[config.mk]
export PLATFORM = sky130hd
export DESIGN_NAME = lgm_queue
export DESIGN_NICKNAME = d
export VERILOG_FILES = /design/src/rtl/lgm_pkg.sv /design/src/rtl/lgm_queue.sv
export SDC_FILE = /design/constraint.sdc
export NUM_CORES = 1
export LEC_CHECK = 0
export ABC_CLOCK_PERIOD_IN_PS = 4000
export BUFFER_PORTS_ARGS = -buffer_cell sky130_fd_sc_hd__clkbuf_2
export CAP_MARGIN = 5
export CORE_MARGIN = 4
export CORE_UTILIZATION = 50
export CTS_BUF_LIST = sky130_fd_sc_hd__clkbuf_8
export CTS_CLUSTER_DIAMETER = 100
export DETAILED_ROUTE_END_ITERATION = 8
export PLACE_DENSITY = 0.79
export SETUP_SLACK_MARGIN = 0.05
export SLEW_MARGIN = 15
export SYNTH_ARGS = -nofsm -noshare
export SYNTH_HDL_FRONTEND = slang
export SYNTH_SLANG_ARGS = --single-unit
[constraint.sdc]
create_clock -name clk -period 4 [get_ports clk]
set_clock_uncertainty 0.1 [all_clocks]
set_input_delay 1 -clock clk [delete_from_list [all_inputs] [get_ports clk]]
set_output_delay 1 -clock clk [all_outputs]
set_load 0.02 [all_outputs]
[src/rtl/lgm_pkg.sv]
package lgm_pkg;

  // column and row indexes, wide enough for the largest grid side
  localparam int IDX_W = 12;

  localparam int QDEPTH = 8;
  localparam int QPTR_W = 3;
  localparam int QCNT_W = 4;

  localparam logic [2:0] REG_LOCAL_ORIGIN_X  = 3'd0;
  localparam logic [2:0] REG_LOCAL_ORIGIN_Y  = 3'd1;
  localparam logic [2:0] REG_LOCAL_CELL_SIZE = 3'd2;
  localparam logic [2:0] REG_POSE_X          = 3'd3;
  localparam logic [2:0] REG_POSE_Y          = 3'd4;
  localparam logic [2:0] REG_COS_YAW         = 3'd5;
  localparam logic [2:0] REG_SIN_YAW         = 3'd6;
  localparam logic [2:0] REG_CELLS_PER_METRE = 3'd7;

  localparam logic [20:0] RST_LOCAL_CELL_SIZE = 21'd6554;
  localparam logic [15:0] RST_COS_YAW         = 16'd16384;
  localparam logic [15:0] RST_CELLS_PER_METRE = 16'd2560;

  localparam logic signed [7:0] UNKNOWN = -8'sd1;

  typedef struct packed {
    logic signed [31:0] local_origin_x;
    logic signed [31:0] local_origin_y;
    logic [20:0]        local_cell_size;
    logic signed [31:0] pose_x;
    logic signed [31:0] pose_y;
    logic signed [15:0] cos_yaw;
    logic signed [15:0] sin_yaw;
    logic [15:0]        cells_per_metre;
  } cfg_t;

  typedef struct packed {
    logic               merge;
    logic               in_bounds;
    logic [IDX_W-1:0]   gx;
    logic [IDX_W-1:0]   gy;
    logic signed [7:0]  value;
  } qent_t;

endpackage

[src/rtl/lgm_queue.sv]
module lgm_queue (
  input  logic           clk,
  input  logic           rst,
  input  logic           push,
  input  lgm_pkg::qent_t push_data,
  input  logic           pop,
  output lgm_pkg::qent_t pop_data,
  output logic           empty
);

  lgm_pkg::qent_t                   q [lgm_pkg::QDEPTH];
  logic [lgm_pkg::QPTR_W-1:0]       wr_ptr;
  logic [lgm_pkg::QPTR_W-1:0]       rd_ptr;
  logic [lgm_pkg::QCNT_W-1:0]       count;

  assign empty    = (count == '0);
  assign pop_data = q[rd_ptr];

  always_ff @(posedge clk) begin
    if (push) begin
      q[wr_ptr] <= push_data;
    end
  end

  always_ff @(posedge clk) begin
    if (rst) begin
      wr_ptr <= '0;
      rd_ptr <= '0;
      count  <= '0;
    end else begin
      if (push) begin
        wr_ptr <= wr_ptr + 1'b1;
      end
      if (pop) begin
        rd_ptr <= rd_ptr + 1'b1;
      end
      count <= count + lgm_pkg::QCNT_W'(push) - lgm_pkg::QCNT_W'(pop);
    end
  end

endmodule

==> flow_summary.yaml, run 1 <==
clocking:
  postCtsSetupBuffers: 0
  htree_levels: 2
  hold_buffers: 0
  cts_sinks: 285
  clock_latency_ps: 520
  cts_made_buffers: 44
  cts_buffer_depth: 3
  cts_root_buf: "clkbuf_8"
  clk_pin_slew_ps: 50
  cts_tree: "done"
  ctsResizeCount: 0
synthesis:
  synth_edf_count: 272
  synth_ff_type: "edfxtp_1"
  synth.distinct_cells: 25
  synthCells: 462
  synth_nets: 508
  ys_warn_count: 0
  syn_avg_cell_area_um2: 23.7
  synth_area_leaders: "edfxtp_1 (75%), mux4_2 (12%), mux4_1 (2.9%), mux2_4 (2.7%), dfxtp_1 (2.4%)"
  async_flop_share_pct: 0
  synth_area_leader_cell: "edfxtp_1"
  syn_area_mm2: 0.0110
  yosysSeqAreaShare_pct: 77.0
  netlist.area_leader.share_pct: 74.6
  ys_ff_latch: 285
global_routing:
  globalRouteOverflowTotal: 0
  grt_pass1_wl_mm: 30.9
  grt_max_degree: 37
  first_global_vias: 5393
  antenna_found_initial: 1
  groute.usage.overall_pct: 16.9
floorplanning:
  die_x_um: 156
  core_area_mm2: 0.0213
  die_h_um: 156
  die_area_mm2: 0.0243
  num_rows: 53
  start_util_pct: 51.4
  io_pins: 73
detailed_routing:
  wl_mm: 20.0
  drcViolationCount: 0
  drtPass1Iterations: 4
  vias: 4945
  drt-vias-per-instance: 5.59
  drtAntennaViolNets: 0
  wl_per_cell_um: 22.5
  drt_iter0_markers: 374
run:
  maxCapViolations: 0
sta:
  fmaxAchievable_ghz: 0.280
  maxSlewHeadroom_pct: 50.9
  rsz0062_at_grt: "no"
  layout_min_cycle_time_ps: 3570
  hold_viol: 0
  period_share_pct: 89.3
  fin_tns_setup_ps: 0
  worst_pin_slew_ps: 737
  finalSetupViolations: 0
  finalMaxSlewViolations: 0
power:
  power.total_mw: 6.12
  p_leak_nw: 4.19
  max-vdd-ir-drop_mv: 0.322
  p_per_area_mw_per_mm2: 487
setup_path:
  startpoint_type: "flip-flop"
  worstSetupPathType: "flip-flop to output port"
  cp.required_ps: 2900
  endpoint_kind: "output port"
  worstPathMaxFanout: 20
  arrival_ps: 2470
outcome:
  status: "finished, final reports clean"
cells_and_area:
  area_growth_pct: 14.6
  layout-drive-gt1-share_pct: 41.0
  most-common-layout-cells: "edfxtp_1 (272), clkbuf_2 (72), mux4_2 (56)"
  antenna_cells: 0
  final_nets: 626
  layout_commonest_cell: "edfxtp_1"
  fill_cells: 1485
placement:
  portBuffers: 72
  place_congestion: 0.739
  hpwl_mm: 12.2
min_path:
  min_path_type: "flip-flop to flip-flop"
-- routing by layer --
| layer | part of all wire (%) | GRT usage, % | vias to the layer above |
|---|---|---|---|
| li1 | - | - | 2182 |
| met1 | 41 | 22.2 | 2564 |
| met2 | 52 | 28.8 | 170 |
| met3 | 6.5 | 3.97 | 27 |
| met4 | 1.2 | 4.38 | 2 |
| met5 | 0.040 | 0 | - |
-- synth_stat cells (3+ instances only) --
library cell and number:
buf_12 3, buf_2 8, clkbuf_1 9, dfxtp_1 13
edfxtp_1 272, ha_1 7, inv_1 7, mux2_2 14
mux2_4 20, mux4_1 12, mux4_2 56, nand2_1 4
nand2b_1 4, nor2_1 16, xor2_1 3
-- where the power goes --
part / internal, mW / switching [mW]
Sequential: 3.36 / 0.0520
Combinational: 0.297 / 0.339
Clock: 1.03 / 1.04
Total: 4.69 / 1.43
-- kinds of logic (layout without fill, tap and decap cells) --
kind of cell	after synthesis	count (layout)	share of synthesized area (%)
adder cells (fa/ha/maj)	8	8	0.982
AO/OA/AOI/OAI	3	3	0.171
flip-flops	285	285	77.0
XOR/XNOR	5	5	0.400
multiplexers	104	104	18.8
AND/OR/NAND/NOR	29	29	1.17
buffers and inverters	28	176	1.57
-- worst max-delay path: stages (launching register included) --
cell and delay (ps):
dfxtp_4 600, buf_4 360, mux4_2 540, mux2_2 280, clkbuf_2 160
-- registers in the layout, indices dropped and copies added (netlist names), named ones only --
signal	cells
q	272
count	4
rd_ptr	3
wr_ptr	3
-- path summary, 6_finish.rpt --
check,start,endpoint,slack [ps],cells past startpoint
setup / recovery,flip-flop,pop_data[7],430,4
hold / removal,wr_ptr[2]$_SDFFE_PP0P_,wr_ptr[2]$_SDFFE_PP0P_,430,2
setup reg to reg,wr_ptr[0]$_SDFFE_PP0P_,q[3][28]$_DFFE_PP_,1920,3
hold reg to reg,wr_ptr[2]$_SDFFE_PP0P_,wr_ptr[2]$_SDFFE_PP0P_,430,2
-- metrics by stage --
step                      hold WS, ps  cells  util (%)  instance area, µm²  setup slack, ps
final                             429    885      59.0               12600              427
after global routing              448    885      59.0               12600              265
after CTS                         435    885      59.0               12600              349
after detailed placement          417    809      55.4               11800              920
after global placement            406    809      55.4               11800              970
after floorplan                   385    462         -               11000              909
-- final cells by class --
type,count,area [µm²],area share [%]
sequential,285,8440,67.2
multi-input combinational,149,2420,19.3
clock buffer,44,606,4.82
timing repair buffer,93,568,4.53
tap,275,344,2.74
clock inverter,32,151,1.21
inverter,7,26.3,0.209
No activity file was read; power rests on OpenSTA's default activity.
==> run 2, diff against run 1 <==
--- a/config.mk
+++ b/config.mk
@@ -5,7 +5,7 @@
 export SDC_FILE = /design/constraint.sdc
 export NUM_CORES = 1
 export LEC_CHECK = 0
-export ABC_CLOCK_PERIOD_IN_PS = 4000
+export ABC_CLOCK_PERIOD_IN_PS = 3410
 export BUFFER_PORTS_ARGS = -buffer_cell sky130_fd_sc_hd__clkbuf_2
 export CAP_MARGIN = 5
 export CORE_MARGIN = 4
@@ -13,7 +13,7 @@
 export CTS_BUF_LIST = sky130_fd_sc_hd__clkbuf_8
 export CTS_CLUSTER_DIAMETER = 100
 export DETAILED_ROUTE_END_ITERATION = 8
-export PLACE_DENSITY = 0.79
+export PLACE_DENSITY = 0.77
 export SETUP_SLACK_MARGIN = 0.05
 export SLEW_MARGIN = 15
 export SYNTH_ARGS = -nofsm -noshare
==> constraint.sdc (replaced) <==
create_clock -name clk -period 3.41 [get_ports clk]
set_clock_uncertainty 0.1 [all_clocks]
set_input_delay 0.8525 -clock clk [delete_from_list [all_inputs] [get_ports clk]]
set_output_delay 0.8525 -clock clk [all_outputs]
set_load 0.02 [all_outputs]
==> run 2 against run 1 <==
Compared with the run above: total power grew 23%; core utilization is 0.55 points higher; cell area grew 0.93%; hold slack worse by 9.3 ps.
==> flow_summary.yaml, run 2 (synthesized netlist as in run 1, its figures left out) <==
cells_and_area:
  fill_cells: 1473
  area_growth_pct: 15.7
  layout-drive-gt1-share_pct: 40.1
  largest_reg_flops: 272
  layout_commonest_cell: "edfxtp_1"
  final_nets: 623
  top_regs: "q: 272 flops, count: 4 flops"
  antenna_cells: 0
  regMostFlops: "q"
  most-common-layout-cells: "edfxtp_1 (272), clkbuf_2 (72), mux4_2 (56)"
sta:
  fin_hold_ws_ps: 420
  fmaxAchievable_ghz: 0.313
  maxSlewHeadroom_pct: 55.2
  rsz0062_at_grt: "no"
  worst_pin_slew_ps: 671
  hold_viol: 0
  fin_tns_setup_ps: 0
  layout_min_cycle_time_ps: 3190
  finalSetupViolations: 0
  period_share_pct: 93.6
  finalMaxSlewViolations: 0
setup_path:
  slowest_delay_ps: 590
  ff2ff_path_depth: 3
  crit_slowest_cell: "mux4_1"
  worstSetupPathType: "flip-flop to output port"
  path_cells: "buf_4, mux4_1, mux2_4, clkbuf_2"
  endpoint_kind: "output port"
  rrSetupSlack_ps: 1340
  startpoint_type: "flip-flop"
  arrival_ps: 2240
  cp.required_ps: 2460
  worstPathMaxFanout: 12
min_path:
  holdPathStages: 2
  min_path_type: "flip-flop to flip-flop"
clocking:
  htree_levels: 2
  cts_root_buf: "clkbuf_8"
  ctsResizeCount: 0
  cts_made_buffers: 45
  hold_buffers: 0
  cts_tree: "done"
  cts_sinks: 285
  clk_pin_slew_ps: 60
  clock_latency_ps: 530
  postCtsSetupBuffers: 2
  cts_buffer_depth: 3
detailed_routing:
  drt-vias-per-instance: 5.51
  wl_per_cell_um: 22.5
  vias: 4893
  drtAntennaViolNets: 0
  wl_mm: 20.0
  drcViolationCount: 0
  drtPass1Iterations: 4
  drt_iter0_markers: 318
floorplanning:
  die_h_um: 156
  start_util_pct: 51.4
  die_x_um: 156
  die_area_mm2: 0.0243
  io_pins: 73
  num_rows: 53
  core_area_mm2: 0.0213
power:
  p_per_area_mw_per_mm2: 592
  p_leak_nw: 4.24
  max-vdd-ir-drop_mv: 0.341
placement:
  place_congestion: 0.703
  portBuffers: 72
  hpwl_mm: 11.4
global_routing:
  groute.usage.overall_pct: 16.9
  grt_max_degree: 36
  first_global_vias: 5408
  globalRouteOverflowTotal: 0
  grt_pass1_wl_mm: 31.2
  antenna_found_initial: 1
outcome:
  status: "finished, final reports clean"
run:
  maxCapViolations: 0
==> run 2: cell types whose count changed in the layout (fill, tap and decap cells not counted), sizes merged <==
cell,delta
inv,+4
clkbuf,+3
bufinv,+3
clkinv,-1
buf,-4
clkinvlp,-2
==> run 2: power by group <==
part	switching, mW	total (mW)	internal (mW)
sequential	0.0439	3.99	3.94
clock	1.24	2.75	1.51
combinational	0.411	0.766	0.355
==> run 2: through the flow <==
step | total power, mW | cell area (µm²) | worst slack [ps] | util, % | instances
3_3_place_gp | 4.79 | 11800 | 512 | 55.3 | 803
4_1_cts | 7.60 | 12700 | 154 | 59.5 | 888
5_1_grt | 7.83 | 12700 | 116 | 59.5 | 888
2_1_floorplan | 4.58 | 11000 | 467 | - | 462
6_report | 7.51 | 12700 | 218 | 59.5 | 888
3_5_place_dp | 4.84 | 11800 | 476 | 55.3 | 803
==> run 2: layout make-up <==
class / count / area [µm²] / area share [%]
Clock buffer: 47 / 647 / 5.11
Clock inverter: 36 / 231 / 1.83
Inverter: 7 / 26.3 / 0.207
Multi-Input combinational cell: 149 / 2420 / 19.1
Sequential cell: 285 / 8440 / 66.6
Tap cell: 275 / 344 / 2.72
Timing Repair Buffer: 89 / 563 / 4.44
==> run 2: final timing paths <==
check,start,to
min,rd_ptr[2]$_SDFFE_PP0P_,rd_ptr[2]$_SDFFE_PP0P_
max reg2reg,wr_ptr[0]$_SDFFE_PP0P_,q[1][17]$_DFFE_PP_
min reg2reg,rd_ptr[2]$_SDFFE_PP0P_,rd_ptr[2]$_SDFFE_PP0P_
max,flip-flop,pop_data[16]
==> run 2: critical path, delay by kind of cell (launching register included) <==
| family | cells | cell delay, ps |
|---|---|---|
| DFF | 1 | 400 |
| buffers and inverters | 2 | 430 |
| muxes | 2 | 880 |
==> run 2: per-layer routing <==
| layer | vias up | global-route usage (%) | wire length (µm) |
|---|---|---|---|
| met5 | - | 0 | 20 |
| met4 | 2 | 4.46 | 309 |
| met3 | 26 | 3.94 | 1210 |
| met2 | 129 | 27.9 | 10200 |
| met1 | 2557 | 23.1 | 8250 |
| li1 | 2179 | - | - |
==> run 3, diff against run 2 <==
==> constraint.sdc (replaced) <==
create_clock -name clk -period 3.41 [get_ports clk]
set_clock_uncertainty 0.1 [all_clocks]
set_input_delay 0.8525 -clock clk [delete_from_list [all_inputs] [get_ports clk]]
set_output_delay 0.8525 -clock clk [all_outputs]
set_load 0.01 [all_outputs]
==> run 3 against run 2 <==
Compared with the run above: maximum frequency is 0.95% lower; global-route usage is essentially flat; total power fell by 4.2%; largest power group unchanged.
==> flow_summary.yaml, run 3 (synthesized netlist as in run 1, its figures left out) <==
outcome:
  status: "finished, final reports clean"
floorplanning:
  num_rows: 53
  die_h_um: 156
  core_area_mm2: 0.0213
  die_x_um: 156
  io_pins: 73
  start_util_pct: 51.4
  die_area_mm2: 0.0243
placement:
  placed_area_mm2: 0.0117
  hpwl_mm: 11.0
  place_congestion: 0.696
  dp_cells: 800
  portBuffers: 72
sta:
  hold_viol: 0
  fmaxAchievable_ghz: 0.310
  rsz0062_at_grt: "no"
  maxSlewHeadroom_pct: 58.3
  period_share_pct: 94.5
  finalSetupViolations: 0
  worst_pin_slew_ps: 625
  fin_tns_setup_ps: 0
  layout_min_cycle_time_ps: 3220
  finalMaxSlewViolations: 0
power:
  seq_power_share_pct: 55.4
  power_frac_comb_pct: 9.8
  p_per_area_mw_per_mm2: 574
  clkPwrFrac_pct: 34.8
  p_leak_nw: 4.16
  p_sw_mw: 1.64
  internal_power_mw: 5.55
  swShare_pct: 22.8
  max-vdd-ir-drop_mv: 0.291
cells_and_area:
  final_nets: 618
  multi_input_area_mm2: 0.00242
  fin_area_mm2: 0.0125
  fill_cells: 1489
  top_regs: "q: 272 flops, count: 4 flops"
  antenna_cells: 0
  largest_reg_flops: 272
  area_growth_pct: 14.3
  most-common-layout-cells: "edfxtp_1 (272), clkbuf_2 (72), mux4_2 (56)"
  layout-drive-gt1-share_pct: 39.9
  regMostFlops: "q"
  final_cell_count_no_fill: 879
  layout_commonest_cell: "edfxtp_1"
  regArea_mm2: 0.00844
detailed_routing:
  drcViolationCount: 0
  drtPass1Iterations: 4
  wl_per_cell_um: 22.9
  drt_iter0_markers: 258
  drtAntennaViolNets: 0
  vias: 4936
  drt-vias-per-instance: 5.62
  wl_mm: 20.1
clocking:
  cts_made_buffers: 44
  clock_latency_ps: 540
  htree_levels: 2
  hold_buffers: 0
  cts_tree: "done"
  cts_sinks: 285
  cts_root_buf: "clkbuf_8"
  cts_buffer_depth: 3
  clk_pin_slew_ps: 60
min_path:
  min_path_type: "flip-flop to flip-flop"
setup_path:
  worstPathMaxFanout: 43
  worstSetupPathType: "flip-flop to output port"
  path_buf_inv: 2
  slowest_delay_ps: 600
  cp.required_ps: 2460
  crit_slowest_cell: "dfxtp_4"
  endpoint_kind: "output port"
  startpoint_type: "flip-flop"
  critPathTopFamily: "multiplexers"
  path_cells: "buf_12, mux4_2, mux2_2, clkbuf_2"
  arrival_ps: 2270
global_routing:
  globalRouteOverflowTotal: 0
  grt_pass1_wl_mm: 31.0
  first_global_vias: 5397
  groute.usage.overall_pct: 16.9
  grt_max_degree: 44
  antenna_found_initial: 1
run:
  maxCapViolations: 0
[run 3: final timing paths]
kind / endpoint / cells after the start / from / slack, ps
max: pop_data[2] / 4 / flip-flop / 190
min: wr_ptr[2]$_SDFFE_PP0P_ / 2 / wr_ptr[2]$_SDFFE_PP0P_ / 450
max reg2reg: q[3][26]$_DFFE_PP_ / 3 / wr_ptr[0]$_SDFFE_PP0P_ / 1540
min reg2reg: wr_ptr[2]$_SDFFE_PP0P_ / 2 / wr_ptr[2]$_SDFFE_PP0P_ / 450
[run 3: area by class of cell]
type | instances | share of cell area [%]
sequential | 285 | 67.4
clock buffer | 46 | 5.06
timing repair buffer | 85 | 4.12
clock inverter | 32 | 1.15
inverter | 7 | 0.210
multi-input combinational | 149 | 19.3
tap | 275 | 2.75
[run 3: power groups by stage]
stage	Combinational, mW	Sequential [mW]	Clock, mW
finish	0.704	3.99	2.50
global route	0.769	3.99	2.74
CTS	0.717	3.99	2.57
detailed placement	0.704	4.07	0
global placement	0.666	4.06	0
floorplan	0.475	4.04	0
[run 3: metrics by stage]
step | utilization, % | setup WS (ps) | power (mW) | hold slack [ps]
after CTS | 58.8 | 117 | 7.28 | 439
after global routing | 58.8 | 77.7 | 7.51 | 463
after detailed placement | 55.1 | 555 | 4.77 | 425
final | 58.8 | 187 | 7.19 | 445
after floorplan | - | 467 | 4.52 | 385
after global placement | 55.1 | 613 | 4.72 | 409
[run 3: per-layer routing]
metal  share of wire, %  wire length (µm)  global-route usage (%)  vias to the layer above
li1                   -                 -                       -                     2173
met1                 43              8550                    23.0                     2608
met2                 50             10100                    27.6                      116
met3                5.3              1070                    4.30                       37
met4                1.7               345                    4.75                        2
met5              0.060                12                       0                        -
[run 3: worst min-delay path, cell delays in order, from the launching register on]
cell and delay (ps):
dfxtp_1 350, xor2_1 70, nor2_1 80
[run 3: what timing repair did]
action	4_1_cts	5_1_grt
endpoints found under the setup margin	24	0
gates resized for setup	1	0
setup buffers	1	0
